$ cat src/hdl/chbd_pkg.sv
// Shared types and constants of the canonical Huffman bit decoder.
// No dependencies.
package chbd_pkg;

	localparam int LEN_W     = 4;
	localparam int SYM_W     = 16;
	localparam int CNT_W     = 10;
	localparam int FC_W      = 16;
	localparam int POS_W     = 15;
	localparam int LEN_SLOTS = 16;

	localparam logic OP_LOAD   = 1'b0;
	localparam logic OP_DECODE = 1'b1;

	typedef struct packed {
		logic load;
		logic build_start;
		logic decode;
		logic count_sweep;
		logic fc_step;
		logic place_sweep;
		logic eval;
		logic out_load;
		logic finish;
	} chbd_cmd_t;

	typedef struct packed {
		logic sweep_done;
		logic fc_done;
		logic eval_hit;
		logic eval_live;
		logic out_free;
	} chbd_sts_t;

endpackage

$ cat src/hdl/chbd_ctrl.sv
// Controller state machine: load, table build sequence, decode steps.
// Depends on chbd_pkg.
module chbd_ctrl (
	input  logic              clk,
	input  logic              arst_n,
	input  logic              item_valid,
	output logic              item_stall,
	input  logic              op,
	input  logic              last_entry,
	input  chbd_pkg::chbd_sts_t sts,
	output chbd_pkg::chbd_cmd_t cmd
);

	localparam logic [2:0] S_IDLE  = 3'd0;
	localparam logic [2:0] S_CNT   = 3'd1;
	localparam logic [2:0] S_FC    = 3'd2;
	localparam logic [2:0] S_PLACE = 3'd3;
	localparam logic [2:0] S_EVAL  = 3'd4;
	localparam logic [2:0] S_OUT   = 3'd5;

	logic [2:0] state_q, state_d;
	logic       accept;

	assign item_stall = (state_q != S_IDLE);
	assign accept     = item_valid && (state_q == S_IDLE);

	always_comb begin
		state_d = state_q;
		cmd     = '0;
		case (state_q)
			S_IDLE: begin
				if (accept) begin
					if (op == chbd_pkg::OP_LOAD) begin
						cmd.load = 1'b1;
						if (last_entry) begin
							cmd.build_start = 1'b1;
							state_d         = S_CNT;
						end
					end else begin
						cmd.decode = 1'b1;
						state_d    = S_EVAL;
					end
				end
			end
			S_CNT: begin
				cmd.count_sweep = 1'b1;
				if (sts.sweep_done) begin
					state_d = S_FC;
				end
			end
			S_FC: begin
				cmd.fc_step = 1'b1;
				if (sts.fc_done) begin
					state_d = S_PLACE;
				end
			end
			S_PLACE: begin
				cmd.place_sweep = 1'b1;
				if (sts.sweep_done) begin
					cmd.finish = 1'b1;
					state_d    = S_IDLE;
				end
			end
			S_EVAL: begin
				cmd.eval = 1'b1;
				if (sts.eval_hit || !sts.eval_live) begin
					state_d = S_OUT;
				end else begin
					state_d = S_IDLE;
				end
			end
			S_OUT: begin
				if (sts.out_free) begin
					cmd.out_load = 1'b1;
					state_d      = S_IDLE;
				end
			end
			default: begin
				state_d = S_IDLE;
			end
		endcase
	end

	always_ff @(posedge clk or negedge arst_n) begin
		if (!arst_n) begin
			state_q <= S_IDLE;
		end else begin
			state_q <= state_d;
		end
	end

endmodule

$ cat config.mk
export PLATFORM = sky130hd
export DESIGN_NAME = chbd_ctrl
export DESIGN_NICKNAME = d
export VERILOG_FILES = /design/src/hdl/chbd_pkg.sv /design/src/hdl/chbd_ctrl.sv
export SDC_FILE = /design/constraint.sdc
export NUM_CORES = 1
export LEC_CHECK = 0
export BUFFER_PORTS_ARGS = -buffer_cell sky130_fd_sc_hd__buf_2
export CAP_MARGIN = 30
export CORE_AREA = 2 2 39 41
export DETAILED_ROUTE_END_ITERATION = 10
export DIE_AREA = 0 0 41 43
export PLACE_DENSITY = 0.51
export RECOVER_POWER = 100
export SYNTH_ARGS = -nofsm -noshare
export SYNTH_HDL_FRONTEND = slang
export SYNTH_SLANG_ARGS = --single-unit
$ cat constraint.sdc
create_clock -name clk -period 1.3 [get_ports clk]
set_input_delay 0.065 -clock clk [delete_from_list [all_inputs] [get_ports clk]]
set_output_delay 0.065 -clock clk [all_outputs]
set_load 0.005 [all_outputs]
==> qor.txt <==
GR Overflow Total - 0
DIE WIDTH - 41 microns
Setup WS pre-CTS - 0.179 ns
Skew-Pair Late Insertion Delay - 0.23 ns
ant diodes - 0
ranking of synthesized cells by area - dfrtp_1 (26%), nor2_1 (10%), o41ai_2 (5.6%)
first-pass GRT wire length - 1400 microns
root buf cell - clkbuf_4
status - complete, no violations
pwr/cell area - 1980 mW/mm^2
Yosys reg bits - 3
Filler cells - 161
post-route ant nets - 0
final hold vios - 0
CTS Buf Count - 3
initial antenna violation count - 0
cell row count - 14
crit start category - flip-flop
First-pass DRT Iterations - 3
synth unique cells - 21
dpl hpwl - 609 microns
commonest non-fill, non-tap cell in the layout - buf_2
critical hold path startpoint - sts[0]
I/O Pins - 20
Slew @ Worst Pin - 0.292 ns
full die area - 0.00176 sq mm
Max VDD drop - 615 uV
Setup crit end kind - output port
critical path class - flip-flop to output port
routed len/inst - 10.7 microns
share of the synthesized area in the top cell type - 25.6%
GPL Wtd Cong - 0.683
Setup Viol. Count Final - 0
max FFs per register - 3
worst endpoint required time - 1.24 ns
CTS tree - done
CTS clock-pin slew for the worst setup and hold paths - 0.04 ns
# H-tree levels - 1
Post-Synthesis Cells - 38
initial DRC count - 5
post-layout instance area - 463 sq um
Vert. Die Dim - 43 microns
Slew Limit Headroom - 80.4%
Area Overhead vs Synth - 58.1%
Total GRT Usage - 11.8%
via count - 345
area post-placement - 389 sq um
Initial Util - 21.2%
crit path launch - state_q[0]$_DFFE_PN0P_
largest net degree at the start of global routing - 15
CP Max Fanout - 8
Seq/Total Area, Yosys - 25.6%
vias in the first global route - 327
core area - 0.00138 sq mm
Pins Over Slew Limit - 0
DRC errors left - 0
Max Freq - 824 MHz
clock buffer depth - 2
Reg with most FFs - state_q
Port Buffer Count - 19
Critical Path AT - 1.15 ns
leading area contributor after synthesis - dfrtp_1
YS warnings - 0
Leakage - 0.000242 uW
Clock Skew - 0.000599 ns
Final min period - 1.21 ns
Largest regs - state_q: 3 flops
syn nets - 48
Clock Sinks - 3
Worst R2R Start - state_q[2]$_DFFE_PN0P_
final setup margin - 0.0859 ns
Avg Cell Area, Syn - 7.70 sq um
max-cap viol count - 0
drt total wl - 849 microns
min-delay worst type - primary input to flip-flop
average via count per standard cell - 4.37
Final nets - 74
commonest non-fill, non-tap cells in the layout - buf_2 (18), nor2_1 (7), nand2_1 (4)
share of cells above drive strength 1 - 49.2%
mapped cell area - 293 sq um
final period utilization - 93.4%
synthesized netlist by cell type:
cell      number
inv_1          2
buf_4          1
a21boi_0       1
o21ai_1        1
dfrtp_1        3
nand2_1        4
xnor2_1        1
nor2_1         8
o41ai_2        1
nand2b_4       1
a211oi_1       1
buf_6          1
nor3_1         2
nor2b_2        1
a31oi_1        1
nand2b_1       2
nand3b_1       1
nor3b_1        2
and3_1         2
a21oi_1        1
nor4bb_1       1
power by group:
| part | total (uW) | internal, uW | switching, uW |
|---|---|---|---|
| Clock | 164 | 115 | 48.5 |
| Combinational | 488 | 262 | 225 |
| Sequential | 267 | 146 | 122 |
path summary, 6_finish.rpt:
path / to / slack [ns] / cells past startpoint
setup reg to reg: state_q[0]$_DFFE_PN0P_ / 0.14 / 4
setup / recovery: cmd[1] / 0.09 / 3
max in group asynchronous: state_q[1]$_DFFE_PN0P_ / 0.97 / 2
hold / removal: state_q[2]$_DFFE_PN0P_ / 0.13 / 3
hold reg to reg: state_q[2]$_DFFE_PN0P_ / 0.56 / 1
min in group asynchronous: state_q[0]$_DFFE_PN0P_ / 0.17 / 2
final cells by class:
class / instances / area, sq um / area share (%)
Clock buffer: 4 / 26.3 / 5.68
Inverter: 2 / 7.51 / 1.62
Multi-Input combinational cell: 31 / 204 / 44.1
Sequential cell: 3 / 78.8 / 17.0
Tap cell: 16 / 20.0 / 4.32
Timing Repair Buffer: 23 / 126 / 27.3
metrics by stage:
step / setup TNS, ns / instances / util [%] / hold slack [ns] / power [uW]
final: 0 / 79 / 33.5 / 0.126 / 919
after global routing: -0.00630 / 79 / 33.5 / 0.146 / 1020
after CTS: 0 / 76 / 31.0 / 0.126 / 837
after detailed placement: 0 / 71 / 28.1 / -0.137 / 656
after global placement: 0 / 71 / 28.1 / -0.135 / 647
after floorplan: 0 / 38 / - / -0.231 / 537
routing by layer:
metal / global-route usage [%] / vias up / share of wire, %
li1: - / 179 / -
met1: 15.3 / 147 / 44
met2: 16.3 / 17 / 47
met3: 3.14 / 2 / 7.5
met4: 8.00 / 0 / 1.3
met5: 0 / - / 0
critical path, cell delays in order (launching register included):
cell and delay (ns):
dfrtp_2 0.45, inv_1 0.12, nor3_1 0.20, buf_2 0.14
repair_timing:
item | 4_1_cts | 5_1_grt
gates cloned | 0 | 0
setup endpoints to repair | 3 | 8
hold endpoints to repair | 3 | 0
buffers inserted | 0 | 3
gates resized for setup | 2 | 4
hold buffers | 1 | 0
cells by family after synthesis:
| group | share of synthesized area, % |
|---|---|
| and+or+nand+nor | 46.2 |
| buffers and inverters | 8.98 |
| xor gates and xnor gates | 2.99 |
| DFF | 25.6 |
| AOI/OAI and AO/OA | 16.2 |
(Power assumes the default switching activity.)
